<file path="src/rtl/pts_pkg.sv">
// pts_pkg: types, codes and constants for the priority task scheduler
// no dependencies
`default_nettype none
package pts_pkg;

	localparam int MAX_TASKS_DEF = 16;
	localparam int MAX_LOCK_DEF  = 255;
	localparam int TASK_W        = 5;
	localparam int TICK_W        = 32;
	localparam int LEFT_W        = 26;

	typedef enum logic [3:0] {
		OP_LOAD    = 4'd0,
		OP_TICK    = 4'd1,
		OP_SCHED   = 4'd2,
		OP_WAIT_TO = 4'd3,
		OP_WAIT_PD = 4'd4,
		OP_BLOCK   = 4'd5,
		OP_KILL    = 4'd6,
		OP_RECOVER = 4'd7,
		OP_QUERY   = 4'd8,
		OP_LOCK    = 4'd9,
		OP_UNLOCK  = 4'd10
	} opcode_t;

	localparam logic [1:0] ST_INVALID = 2'd0;
	localparam logic [1:0] ST_READY   = 2'd1;
	localparam logic [1:0] ST_RUNNING = 2'd2;
	localparam logic [1:0] ST_WAITING = 2'd3;

	localparam logic [1:0] RC_OK     = 2'd0;
	localparam logic [1:0] RC_BAD_ID = 2'd1;
	localparam logic [1:0] RC_LOCKED = 2'd2;

	typedef struct packed {
		logic [3:0]  opcode;
		logic [4:0]  task_number;
		logic [7:0]  task_priority;
		logic [23:0] tick_amount;
		logic [1:0]  initial_state;
	} in_beat_t;

	typedef struct packed {
		logic [4:0] running_task;
		logic       switched;
		logic       switch_wanted;
		logic [1:0] result_code;
		logic [1:0] queried_state;
		logic [7:0] lock_level;
	} out_beat_t;

	// one task table entry
	typedef struct packed {
		logic [1:0]        state;
		logic [7:0]        prio;
		logic [23:0]       period;
		logic [LEFT_W-1:0] period_left;
		logic [LEFT_W-1:0] timeout_left;
		logic              wait_forever;
		logic [TICK_W-1:0] last_scan;
		logic [TICK_W-1:0] touch;
		logic              restore;
		logic              woke;
	} entry_t;

	localparam int ENTRY_W = $bits(entry_t);

	typedef enum logic [2:0] {
		S_IDLE,
		S_RD,
		S_SCAN,
		S_FIX,
		S_FIX2,
		S_OUT
	} fsm_t;

	// restore then age one entry
	function automatic entry_t age_entry(entry_t e, logic [TICK_W-1:0] now);
		entry_t r;
		logic [TICK_W-1:0] diff;
		logic signed [34:0] v;
		r = e;
		if (r.state == ST_INVALID && r.restore) begin
			r.restore = 1'b0;
			r.timeout_left = '0;
			r.wait_forever = 1'b0;
			r.woke = 1'b0;
			r.period_left = LEFT_W'(r.period);
			r.state = ST_READY;
		end
		diff = now - r.last_scan;
		if (r.state != ST_INVALID) begin
			r.last_scan = now;
			if (diff != '0 && !diff[TICK_W-1] && r.state != ST_RUNNING && !r.wait_forever) begin
				if (r.timeout_left != '0) begin
					v = 35'(signed'({1'b0, r.timeout_left})) - 35'(signed'({1'b0, diff}));
					if (v <= 0) begin
						r.timeout_left = '0;
						r.woke = 1'b1;
						if (r.state == ST_WAITING) r.state = ST_READY;
					end else begin
						r.timeout_left = LEFT_W'(v);
					end
				end else begin
					v = 35'(signed'({1'b0, r.period_left})) - 35'(signed'({1'b0, diff}));
					if (v <= 0) begin
						v = v + 35'(signed'({1'b0, r.period}));
						if (v <= 0) v = 35'(signed'({1'b0, r.period}));
						if (r.state == ST_WAITING) r.state = ST_READY;
					end
					r.period_left = LEFT_W'(v);
				end
			end
		end
		return r;
	endfunction

endpackage
`default_nettype wire

</file>
<file path="src/rtl/pts_ram.sv">
// pts_ram: generic single-port-write, single-read ram, registered read
// no dependencies
`default_nettype none
module pts_ram #(
	parameter int WIDTH = 8,
	parameter int DEPTH = 16
) (
	input  wire logic                     clk,
	input  wire logic                     we,
	input  wire logic [$clog2(DEPTH)-1:0] waddr,
	input  wire logic [WIDTH-1:0]         wdata,
	input  wire logic [$clog2(DEPTH)-1:0] raddr,
	output logic      [WIDTH-1:0]         rdata
);
	logic [WIDTH-1:0] mem [DEPTH];

	always_ff @(posedge clk) begin
		if (we) mem[waddr] <= wdata;
		rdata <= mem[raddr];
	end
endmodule
`default_nettype wire

</file>
<file path="src/rtl/priority_task_scheduler_top.sv">
// priority_task_scheduler_top: task scheduler with task table in one ram
// depends on pts_pkg and pts_ram
`default_nettype none
// One command beat is taken at a time and gives one result beat. Most commands
// give their result beat after these steps: read the entry, update and write
// back, present. Schedule sweeps the table through the one ram port, one entry
// per cycle, each entry written back in the cycle after its read, then fixes up
// the old and new running entries; the new one is left alone when locked or
// when nothing is picked. The next command beat is taken only once the result
// beat has gone. After reset the table is cleared one entry per cycle before
// the first command is taken; configuration writes are taken always.
module priority_task_scheduler_top #(
	parameter int MAX_TASKS      = pts_pkg::MAX_TASKS_DEF,
	parameter int MAX_LOCK_DEPTH = pts_pkg::MAX_LOCK_DEF
) (
	input  wire logic             clk,
	input  wire logic             arst_n,
	input  wire logic             in_valid,
	output logic                  in_ready,
	input  wire pts_pkg::in_beat_t in_data,
	output logic                  out_valid,
	input  wire logic             out_ready,
	output pts_pkg::out_beat_t    out_data,
	input  wire logic             cfg_valid,
	output logic                  cfg_ready,
	input  wire logic [4:0]       cfg_data
);
	localparam int AW = (MAX_TASKS > 1) ? $clog2(MAX_TASKS) : 1;
	localparam int CW = $clog2(MAX_TASKS + 1);
	localparam int LCAP = (MAX_LOCK_DEPTH < 255) ? MAX_LOCK_DEPTH : 255;
	localparam logic [7:0] LOCK_CAP = 8'(LCAP);
	localparam int TICKW = pts_pkg::TICK_W;

	pts_pkg::fsm_t state_q, state_d;
	pts_pkg::in_beat_t cmd_q;
	pts_pkg::out_beat_t res_q;
	pts_pkg::entry_t rdata, wdata;
	logic we;
	logic [AW-1:0] waddr, raddr;
	logic [4:0] count_q;
	logic [CW-1:0] live;
	logic [TICKW-1:0] now_q;
	logic [4:0] cur_q;
	logic [7:0] lock_q;
	logic clr_q;
	logic [AW:0] clr_idx_q;
	logic [AW:0] idx_q;
	logic [AW:0] ridx_q;
	logic rvalid_s1;
	logic [AW-1:0] raddr_s1;
	logic [7:0] best_pri_q;
	logic [TICKW-1:0] best_touch_q;
	logic [4:0] best_q;
	logic [4:0] next_cur;
	logic cur_ok;
	logic [AW-1:0] ci;
	logic id_ok;
	logic [AW-1:0] id_a;
	pts_pkg::entry_t aged;

	pts_ram #(.WIDTH(pts_pkg::ENTRY_W), .DEPTH(MAX_TASKS)) u_ram (
		.clk(clk), .we(we), .waddr(waddr), .wdata(wdata), .raddr(raddr), .rdata(rdata)
	);

	assign live = (32'(count_q) < 32'(MAX_TASKS)) ? CW'(count_q) : CW'(MAX_TASKS);
	assign cfg_ready = 1'b1;
	assign in_ready = (state_q == pts_pkg::S_IDLE) && !clr_q && !out_valid;
	assign out_data = res_q;
	assign cur_ok = cur_q != '0 && 32'(cur_q) <= 32'(MAX_TASKS);
	assign ci = cur_ok ? AW'(cur_q - 5'd1) : '0;
	assign id_ok = cmd_q.task_number != '0 && 32'(cmd_q.task_number) <= 32'(live);
	assign id_a = AW'(cmd_q.task_number - 5'd1);
	assign aged = pts_pkg::age_entry(rdata, now_q);

	always_ff @(posedge clk or negedge arst_n) begin
		if (!arst_n) begin
			state_q <= pts_pkg::S_IDLE;
			count_q <= '0;
			now_q <= '0;
			cur_q <= '0;
			lock_q <= '0;
			clr_q <= 1'b1;
			clr_idx_q <= '0;
			out_valid <= 1'b0;
		end else begin
			state_q <= state_d;
			if (cfg_valid) count_q <= cfg_data;
			if (clr_q) begin
				clr_idx_q <= clr_idx_q + 1'b1;
				if (32'(clr_idx_q) == MAX_TASKS - 1) clr_q <= 1'b0;
			end
			if (out_valid && out_ready) out_valid <= 1'b0;
			if (state_q == pts_pkg::S_OUT) begin
				out_valid <= 1'b1;
				cur_q <= next_cur;
				lock_q <= res_q.lock_level;
				if (cmd_q.opcode == pts_pkg::OP_TICK) now_q <= now_q + 1'b1;
			end
		end
	end

	// datapath registers
	always_ff @(posedge clk) begin
		if (in_valid && in_ready) cmd_q <= in_data;
		rvalid_s1 <= state_q == pts_pkg::S_SCAN && 32'(ridx_q) < 32'(live);
		if (state_q == pts_pkg::S_SCAN && 32'(ridx_q) < 32'(live)) begin
			raddr_s1 <= AW'(ridx_q);
			ridx_q <= ridx_q + 1'b1;
		end
		if (state_q == pts_pkg::S_SCAN && rvalid_s1) begin
			idx_q <= idx_q + 1'b1;
			if (aged.state == pts_pkg::ST_READY || aged.state == pts_pkg::ST_RUNNING) begin
				if (aged.prio < best_pri_q) begin
					best_pri_q <= aged.prio;
					best_touch_q <= aged.touch;
					best_q <= 5'(raddr_s1) + 5'd1;
				end else if (aged.prio == best_pri_q && aged.touch < best_touch_q) begin
					best_touch_q <= aged.touch;
					best_q <= 5'(raddr_s1) + 5'd1;
				end
			end
		end
		if (state_q == pts_pkg::S_IDLE) begin
			idx_q <= '0;
			ridx_q <= '0;
			best_pri_q <= 8'd255;
			best_touch_q <= '1;
			best_q <= '0;
		end
		if (state_q == pts_pkg::S_RD) begin
			res_q <= pts_pkg::out_beat_t'{running_task: cur_q, switched: 1'b0,
				switch_wanted: 1'b0, result_code: pts_pkg::RC_OK,
				queried_state: pts_pkg::ST_INVALID, lock_level: lock_q};
		end
		if (state_q == pts_pkg::S_FIX) begin
			unique case (cmd_q.opcode) inside
				pts_pkg::OP_LOAD, pts_pkg::OP_RECOVER:
					if (!id_ok) res_q.result_code <= pts_pkg::RC_BAD_ID;
					else if (cmd_q.opcode == pts_pkg::OP_RECOVER) res_q.switch_wanted <= 1'b1;
				pts_pkg::OP_QUERY:
					if (!id_ok) res_q.result_code <= pts_pkg::RC_BAD_ID;
					else res_q.queried_state <= rdata.state;
				pts_pkg::OP_TICK: res_q.switch_wanted <= lock_q == '0;
				pts_pkg::OP_WAIT_TO, pts_pkg::OP_WAIT_PD, pts_pkg::OP_BLOCK:
					if (lock_q != '0) res_q.result_code <= pts_pkg::RC_LOCKED;
					else if (cur_ok) res_q.switch_wanted <= 1'b1;
				pts_pkg::OP_KILL: res_q.switch_wanted <= 1'b1;
				pts_pkg::OP_LOCK:
					if (lock_q < LOCK_CAP) res_q.lock_level <= lock_q + 8'd1;
				pts_pkg::OP_UNLOCK: begin
					if (lock_q > 8'd1) res_q.lock_level <= lock_q - 8'd1;
					else begin
						res_q.lock_level <= '0;
						res_q.switch_wanted <= 1'b1;
					end
				end
				pts_pkg::OP_SCHED: begin
					if (lock_q == '0) begin
						res_q.running_task <= best_q;
						res_q.switched <= best_q != cur_q;
					end
				end
				default: ;
			endcase
		end
	end

	always_comb begin
		next_cur = res_q.running_task;
	end

	// ram port control and sequencing
	always_comb begin
		state_d = state_q;
		we = 1'b0;
		waddr = '0;
		wdata = rdata;
		raddr = '0;
		if (clr_q) begin
			we = 1'b1;
			waddr = AW'(clr_idx_q);
			wdata = '0;
		end
		unique case (state_q)
			pts_pkg::S_IDLE:
				if (in_valid && in_ready) state_d = pts_pkg::S_RD;
			pts_pkg::S_RD: begin
				if (cmd_q.opcode == pts_pkg::OP_SCHED) begin
					state_d = pts_pkg::S_SCAN;
				end else begin
					raddr = (cmd_q.opcode == pts_pkg::OP_LOAD || cmd_q.opcode == pts_pkg::OP_RECOVER
						|| cmd_q.opcode == pts_pkg::OP_QUERY) ? id_a : ci;
					state_d = pts_pkg::S_FIX;
				end
			end
			pts_pkg::S_SCAN: begin
				raddr = AW'(ridx_q);
				if (rvalid_s1) begin
					we = 1'b1;
					waddr = raddr_s1;
					wdata = aged;
				end
				if (32'(idx_q) >= 32'(live) && !(32'(ridx_q) < 32'(live)))
					state_d = pts_pkg::S_FIX;
				raddr = (32'(ridx_q) < 32'(live)) ? AW'(ridx_q) : ci;
			end
			pts_pkg::S_FIX: begin
				// rdata holds the addressed entry (or old current for schedule)
				state_d = pts_pkg::S_OUT;
				unique case (cmd_q.opcode) inside
					pts_pkg::OP_LOAD: if (id_ok) begin
						we = 1'b1;
						waddr = id_a;
						wdata.state = cmd_q.initial_state;
						wdata.prio = cmd_q.task_priority;
						wdata.period = cmd_q.tick_amount;
						wdata.period_left = pts_pkg::LEFT_W'(cmd_q.tick_amount);
						wdata.timeout_left = '0;
						wdata.wait_forever = 1'b0;
						wdata.restore = 1'b0;
						wdata.woke = 1'b0;
						wdata.last_scan = now_q;
						wdata.touch = now_q;
					end
					pts_pkg::OP_RECOVER: if (id_ok) begin
						we = 1'b1;
						waddr = id_a;
						wdata.restore = 1'b1;
						wdata.state = pts_pkg::ST_INVALID;
					end
					pts_pkg::OP_WAIT_TO, pts_pkg::OP_WAIT_PD, pts_pkg::OP_BLOCK:
						if (lock_q == '0 && cur_ok) begin
							we = 1'b1;
							waddr = ci;
							if (cmd_q.opcode == pts_pkg::OP_WAIT_TO) begin
								wdata.timeout_left = pts_pkg::LEFT_W'(cmd_q.tick_amount);
								wdata.wait_forever = 1'b0;
							end else if (cmd_q.opcode == pts_pkg::OP_BLOCK) begin
								wdata.timeout_left = '0;
								wdata.wait_forever = 1'b1;
							end
							wdata.state = pts_pkg::ST_WAITING;
						end
					pts_pkg::OP_KILL: if (cur_ok) begin
						we = 1'b1;
						waddr = ci;
						wdata.state = pts_pkg::ST_INVALID;
					end
					pts_pkg::OP_SCHED: begin
						// demote old running task, then fix new one
						if (lock_q == '0 && best_q != cur_q && cur_ok
							&& rdata.state == pts_pkg::ST_RUNNING) begin
							we = 1'b1;
							waddr = ci;
							wdata.state = pts_pkg::ST_READY;
						end
						raddr = AW'(best_q - 5'd1);
						if (lock_q == '0 && best_q != '0) state_d = pts_pkg::S_FIX2;
					end
					default: ;
				endcase
			end
			pts_pkg::S_FIX2: begin
				we = 1'b1;
				waddr = AW'(best_q - 5'd1);
				wdata.touch = now_q;
				if (best_q != cur_q) wdata.state = pts_pkg::ST_RUNNING;
				state_d = pts_pkg::S_OUT;
			end
			pts_pkg::S_OUT: state_d = pts_pkg::S_IDLE;
			default: state_d = pts_pkg::S_IDLE;
		endcase
	end
endmodule
`default_nettype wire
</file>
<file path="config.mk">
export PLATFORM = sky130hd
export DESIGN_NAME = priority_task_scheduler_top
export DESIGN_NICKNAME = d
export VERILOG_FILES = /design/src/rtl/pts_pkg.sv /design/src/rtl/pts_ram.sv /design/src/rtl/priority_task_scheduler_top.sv
export SDC_FILE = /design/constraint.sdc
export NUM_CORES = 2
export LEC_CHECK = 0
export BUFFER_PORTS_ARGS = -buffer_cell sky130_fd_sc_hd__buf_2
export CORE_MARGIN = 1
export CORE_UTILIZATION = 60
export CTS_CLUSTER_SIZE = 40
export DETAILED_ROUTE_END_ITERATION = 12
export PLACE_DENSITY = 0.76
export SYNTH_ARGS = -nofsm -noshare
export SYNTH_HDL_FRONTEND = slang
export SYNTH_SLANG_ARGS = --single-unit
</file>
<file path="constraint.sdc">
create_clock -name clk -period 17.5 [get_ports clk]
set_input_delay 3.5 -clock clk [delete_from_list [all_inputs] [get_ports clk]]
set_output_delay 3.5 -clock clk [all_outputs]
set_load 0.005 [all_outputs]
</file>
[Yosys cells after proc, flatten, opt, wreduce, memory -nomap -nowiden]
Memories as Yosys holds them, arrays and structs flattened. A register that Yosys moved wholly into a read port is not among the register bits.
Cells that the tools add are included.
Cells by class
  $add $sub $neg: 14
  $lt $le $gt $ge: 12
  equality and inequality tests: 25
  multiplexer cells: 100
  reduce and logical (&&, ||, !) cells: 47
Operator list (number)
  $mux W153: 3
  $pmux W117 S2: 1
  $mux W26: 5
  $mux W52: 2
  $mux W32: 3
  $pmux W32 S3: 1
  $mux W27: 3
  $le A33 B1 Y1 const B: 2
  $sub A26 B32 Y33: 2
  $mux W64: 1
  $mux W58: 1
  $pmux W27 S2: 1
  $mux W53: 1
  $mux W4: 11
  $mux W19: 2
  $add A33 B25 Y34: 1
  $le A34 B1 Y1 const B: 1
  $mux W2: 17
  $add A32 B1 Y32 const B: 1
  $lt A32 B32 Y1: 1
  $reduce_bool A32 Y1: 1
  $sub A32 B32 Y32: 1
  $mux W1: 26
  $reduce_bool A26 Y1: 1
  other kinds (56): 109
Word-level totals
  flip-flop bits (word level): 182
  memory bits (writable): 2448
  bits of input ports: 53
  output and inout port bits: 22
  word-level logic and storage cells: 225
  memories kept: 1
Memory list
  u_ram.mem: words 16, bits a word 153, rd ports 1, clocked after memory_dff 1, wr ports 1, line pts_ram.sv:15  | logic [WIDTH-1:0] mem [DEPTH];

[Depth between registers and ports, before layout]
  depth in word-level cells: 13
  mapped depth: 34
  depth with buffers taken out: 32

[Cells and area by module]
A second synthesis with hierarchy kept.
Second synthesis, totals
  cell total of the unflattened synthesis: 6694
  area total of the unflattened synthesis: 115627.1 um2
By module, submodules not included
  pts_ram: instances 1, cells each 4015, area each 95051.2 um2, seq. area each 76573.4 um2
  priority_task_scheduler_top: instances 1, cells each 2679, area each 20576.0 um2, seq. area each 4415.5 um2

[Worst setup path before layout]
No wires, ideal clock.
  path kind: register -> register
  from: register count_q[4]
  to: memory u_ram.mem[10][100] in the netlist's numbering (enable)
  library setup time: 0.881 ns
  arrival time: 14.099 ns
  required time: 16.619 ns
  path slack: 2.520 ns
  cell stages (with the launch flop): 18
  buffers on the path: 1
  period minus slack after synthesis: 14.980 ns
  cell sequence: dfrtp_1 > inv_1 > nand2_1 > ha_1 > nor2b_1 > o21a_1 > o21ai_0 > a21oi_1 > o22ai_1 > o41ai_1 > clkbuf_1 > a31o_2 > a221o_1 > a21o_1 > o21ai_0 > a22oi_1 > nor3b_1 > nor3b_1
Between the ends
  longest elaborated chain between the ends: 9
  elaborated cells on any way between the ends: 12
  those cells by class: order compare (2); mux (9); reduce/logical (1)
Ends and longest elaborated chain
  start: declaration: line priority_task_scheduler_top.sv:40  | logic [4:0] count_q;
  start signal: assignment: line priority_task_scheduler_top.sv:87  | if (cfg_valid) count_q <= cfg_data;
  $lt A5 B5 Y1: line priority_task_scheduler_top.sv:65  | assign live = (32'(count_q) < 32'(MAX_TASKS)) ? CW'(count_q) : CW'(MAX_TASKS);
  $mux W5 *: line priority_task_scheduler_top.sv:65
  $le A5 B5 Y1 *: line priority_task_scheduler_top.sv:71  | assign id_ok = cmd_q.task_number != '0 && 32'(cmd_q.task_number) <= 32'(live);
  $logic_and A1 B1 Y1 *: line priority_task_scheduler_top.sv:71
  $mux W1: line priority_task_scheduler_top.sv:211, priority_task_scheduler_top.sv:225
  $pmux W1 S4: line priority_task_scheduler_top.sv:210  | unique case (cmd_q.opcode) inside
  $pmux W1 S3: line priority_task_scheduler_top.sv:184  | unique case (state_q)
  $mux W1: line pts_ram.sv:18  | if (we) mem[waddr] <= wdata;
  $mux W1 (not written as such): line pts_ram.sv:18
  end: declaration: line pts_ram.sv:15
Every way passes the cells marked *; elsewhere a longest branch is shown, timed or not.

[Worst setup path after layout]
  from: register now_q[0]
  to: memory u_ram.mem[15][100] in the netlist's numbering (data pin)
Between the ends
  longest elaborated chain between the ends: 11
  elaborated cells on any way between the ends: 17
  those cells by class: add/sub (3); order compare (2); mux (7); reduce/logical (5)
Ends and longest elaborated chain
  start: declaration: line priority_task_scheduler_top.sv:42  | logic [TICKW-1:0] now_q;
  start signal: assignment: line priority_task_scheduler_top.sv:97  | if (cmd_q.opcode == pts_pkg::OP_TICK) now_q <= now_q + 1'b1;
  $sub A32 B32 Y32 *: line pts_pkg.sv:91  | diff = now - r.last_scan;
  $sub A26 B32 Y33: line pts_pkg.sv:105  | v = 35'(signed'({1'b0, r.period_left})) - 35'(signed'({1'b0, diff}));
  $add A33 B25 Y34: line pts_pkg.sv:107  | v = v + 35'(signed'({1'b0, r.period}));
  $le A34 B1 Y1: line pts_pkg.sv:108  | if (v <= 0) v = 35'(signed'({1'b0, r.period}));
  $mux W26: line pts_pkg.sv:108
  $mux W26: line pts_pkg.sv:106  | if (v <= 0) begin
  $mux W26: line pts_pkg.sv:95  | if (r.timeout_left != '0) begin
  $mux W52 *: line pts_pkg.sv:94  | if (diff != '0 && !diff[TICK_W-1] && r.state != ST_RUNNING && !r.wait_forever) begin
  $mux W52 *: line pts_pkg.sv:92  | if (r.state != ST_INVALID) begin
  $mux W153 *: line priority_task_scheduler_top.sv:198  | if (rvalid_s1) begin
  $pmux W117 S2 *: line priority_task_scheduler_top.sv:184
  net u_ram.wdata[100]: line pts_ram.sv:11  | input wire logic [WIDTH-1:0] wdata,
The timed path passes the listed nets; every way through them passes the cells marked *.

==> metrics.cfg <==
[synth]
ys.flop_type=edfxtp_1
avgSynthCellArea_sq_um=11.9
synth_area_leaders=edfxtp_1 63%, nand2_1 8.8%, dfxtp_1 3.8%
synth_seq_cells=2766
synthArstFlopShare=0.0217
syn_nets=10149
synth_edf_count=2479
synthCells=9919
synthDistinctLibCells=101
syn-cell-area_sq_um=118000
yosysWarnings=0
yosysTopAreaCellShare=0.629
yosysSeqAreaShare=0.680
synth_area_leader_cell=edfxtp_1

[cells_and_area]
layout-drive-gt1-share=0.0746
fin_area_sq_um=130000
area_delta_synth_final_pct=10.3
nets=10042
register_area_sq_um=80500
multi_input_area_sq_um=35000
fillerInstances=13874

[global_routing]
grt_max_degree=200
grt_overflow_total=0
grt_pass1_wl_mm=508
grt_pass1_vias=79590
antenna_found_initial=14
track_usage=0.344

[status]
status=finished clean

[cts]
clkSinkCount=2766
ctsResizeCount=0
root_buffer=clkbuf_16
clk_latency_ns=0.96
clk_path_buf_depth=4
cts.clk_slew.worst_paths_ns=0.07
htree_num_levels=5
post_cts_buffers=0
numCtsBuffers=293
postCtsHoldBufs=0
cts_tree=yes

[setup_path]
rrSetupSlack_ns=7.64
path_max_fanout=22
critical_path_class=register to register
required_ns=18.03
worst_path_most_repeated_cell=a21oi_1
crit_path_start_kind=register
r2r_start=now_q[0]$_DFFE_PN0P_
path_delay_family=compound AO/OA/AOI/OAI gates
slowest_stage=a31oi_1
cp-end-kind=register
crit_buf_inv=3
critical_path_arrival_ns=10.39
startpoint=now_q[0]$_DFFE_PN0P_
max_stage_delay_ns=0.96

[timing]
worst_pin_slew_ns=1.31
period_share=0.563
finalHoldViolCount=0
slew_headroom=0.128
finClkSkew_ns=0.0620
rsz0062_at_grt=false
setup_viol=0
fin_crit_ns=9.86
drv_slew=0
fmax_mhz=101
tns_ns=0

[routing]
routed_wl_mm=348
drt_iter0_markers=11382
drt.antenna.violating_nets=0
firstDrtPassIters=6
viasPerCell=6.61
drc=0
wire_per_inst_um=27.5
num_vias=83670

[hold_path]
hold_start=next_cur[0]$_DFF_P_
min_path_type=register to register

[power]
comb_power_share=0.453
pwr-share-clk=0.206
irDropWorstVdd_mv=0.191
p_switching_mw=12.3
switching_share=0.426
intPower_mw=16.6
p_per_area_nw_per_um2=222
seqPwrFrac=0.341
p_leak_nw=47.3

[placement]
post_dp_cell_area_sq_um=121000
gp_routability_congestion=0.994
hpwl_mm=195
portBuffers=73

[die]
die-area_sq_um=199000
rows=162
coreArea_sq_um=195000
die_h_um=446
top_level_ports=75
die_w_um=446
start_util=0.605

[run]
maxCapViolCount=0

[kinds of logic (layout without fill, tap and decap cells)]
group,after synthesis,after routing,synth area share
AO/OA/AOI/OAI,1646,1646,0.100
multiplexers,64,64,0.00575
XOR/XNOR,139,139,0.0104
other,1,9,0.0000317
buffers and inverters,802,909,0.0260
flip-flops,2766,2766,0.680
adder cells (fa/ha/maj),177,177,0.0190
AND/OR/NAND/NOR,4324,4324,0.158
[per-stage QoR]
stage | util | instances | hold WS [ns] | setup WS (ns) | total power, mW
detailed placement | 0.621 | 12141 | 0.483 | 7.76 | 22.7
global route | 0.667 | 12651 | 0.518 | 7.06 | 30.3
global placement | 0.621 | 12141 | 0.470 | 7.86 | 22.5
CTS | 0.667 | 12650 | 0.498 | 7.74 | 28.7
finish | 0.667 | 12658 | 0.495 | 7.64 | 28.9
floorplan | - | 9919 | 0.452 | 2.52 | 18.4
[cell usage after synthesis, types with 156 or more instances]
cell type / n
a31oi_1: 188
nand3_1: 681
a311oi_1: 459
a21oi_1: 349
nand2_1: 2784
ha_1: 173
and3_1: 331
clkbuf_1: 573
dfxtp_1: 227
nor2_1: 209
edfxtp_1: 2479
inv_1: 156
[power by group through the flow]
stage | Combinational, mW | Clock (mW) | Sequential (mW)
6_report | 13.1 | 5.97 | 9.88
5_1_grt | 14.1 | 6.25 | 9.92
2_1_floorplan | 8.69 | 0 | 9.75
4_1_cts | 12.8 | 6.01 | 9.84
3_5_place_dp | 12.7 | 0 | 9.97
3_3_place_gp | 12.6 | 0 | 9.95
[placed cells by master, fill, tap and decap left out, drive strengths merged, types with 13 or more instances in the layout]
| master | netlist | routed |
|---|---|---|
| nor4 | 21 | 21 |
| a221oi | 35 | 35 |
| nor3 | 63 | 63 |
| mux2i | 32 | 32 |
| o31ai | 13 | 13 |
| a31oi | 190 | 190 |
| a21oi | 353 | 353 |
| o21bai | 15 | 15 |
| mux2 | 32 | 32 |
| a22oi | 33 | 33 |
| nand3 | 681 | 681 |
| clkinv | 1 | 82 |
| dfxtp | 227 | 227 |
| xnor2 | 87 | 87 |
| nor2 | 209 | 209 |
| nand2 | 2785 | 2785 |
| a211oi | 25 | 25 |
| clkbuf | 574 | 389 |
| o221ai | 13 | 13 |
| bufinv | 0 | 18 |
| or3 | 14 | 14 |
| a311oi | 461 | 461 |
| and2 | 40 | 40 |
| dfrtp | 59 | 59 |
| o21ai | 166 | 166 |
| nand4 | 49 | 49 |
| buf | 71 | 243 |
| o22ai | 19 | 19 |
| o211ai | 49 | 49 |
| edfxtp | 2479 | 2479 |
| o21a | 28 | 28 |
| and3 | 331 | 331 |
| inv | 156 | 167 |
| a21o | 52 | 52 |
| a221o | 16 | 16 |
| nand2b | 29 | 29 |
| ha | 173 | 173 |
| xor2 | 52 | 52 |
| a22o | 91 | 91 |
| nor2b | 44 | 44 |
[path summary, 6_finish.rpt]
path / depth (start not counted) / to
setup / recovery: 32 / u_ram.mem[15][100]$_DFFE_PP_
hold / removal: 2 / next_cur[0]$_DFF_P_
setup reg to reg: 32 / u_ram.mem[15][100]$_DFFE_PP_
hold reg to reg: 2 / next_cur[0]$_DFF_P_
max in group asynchronous: 1 / out_valid$_DFFE_PN0P_
min in group asynchronous: 1 / count_q[0]$_DFFE_PN0P_
[layout make-up]
cell class	count	share of cell area
antenna	8	0.000154
multi-input combinational	6351	0.269
inverter	157	0.00452
clock buffer	389	0.0619
clock inverter	120	0.00821
timing repair buffer	243	0.0142
tap	2624	0.0252
sequential	2766	0.617
[routing by layer]
layer	vias up	track usage	share of wire
li1	36465	-	-
met1	41120	0.479	0.39
met2	5144	0.519	0.45
met3	927	0.0698	0.11
met4	14	0.168	0.052
met5	-	0	0.00026
[worst min-delay path: stages, from the launching register on]
cell and delay [ns]:
dfxtp_1 0.32, nand2_1 0.06, a31oi_1 0.07
[flip-flops by register name (all words and copies together) (netlist names), 8 cells and up]
register	count
u_ram.mem	2432
best_touch_q	32
cmd_q	43
out_data	14
u_ram.rdata	152
best_pri_q	8
now_q	32
lock_q	8
(Power assumes the default switching activity.)
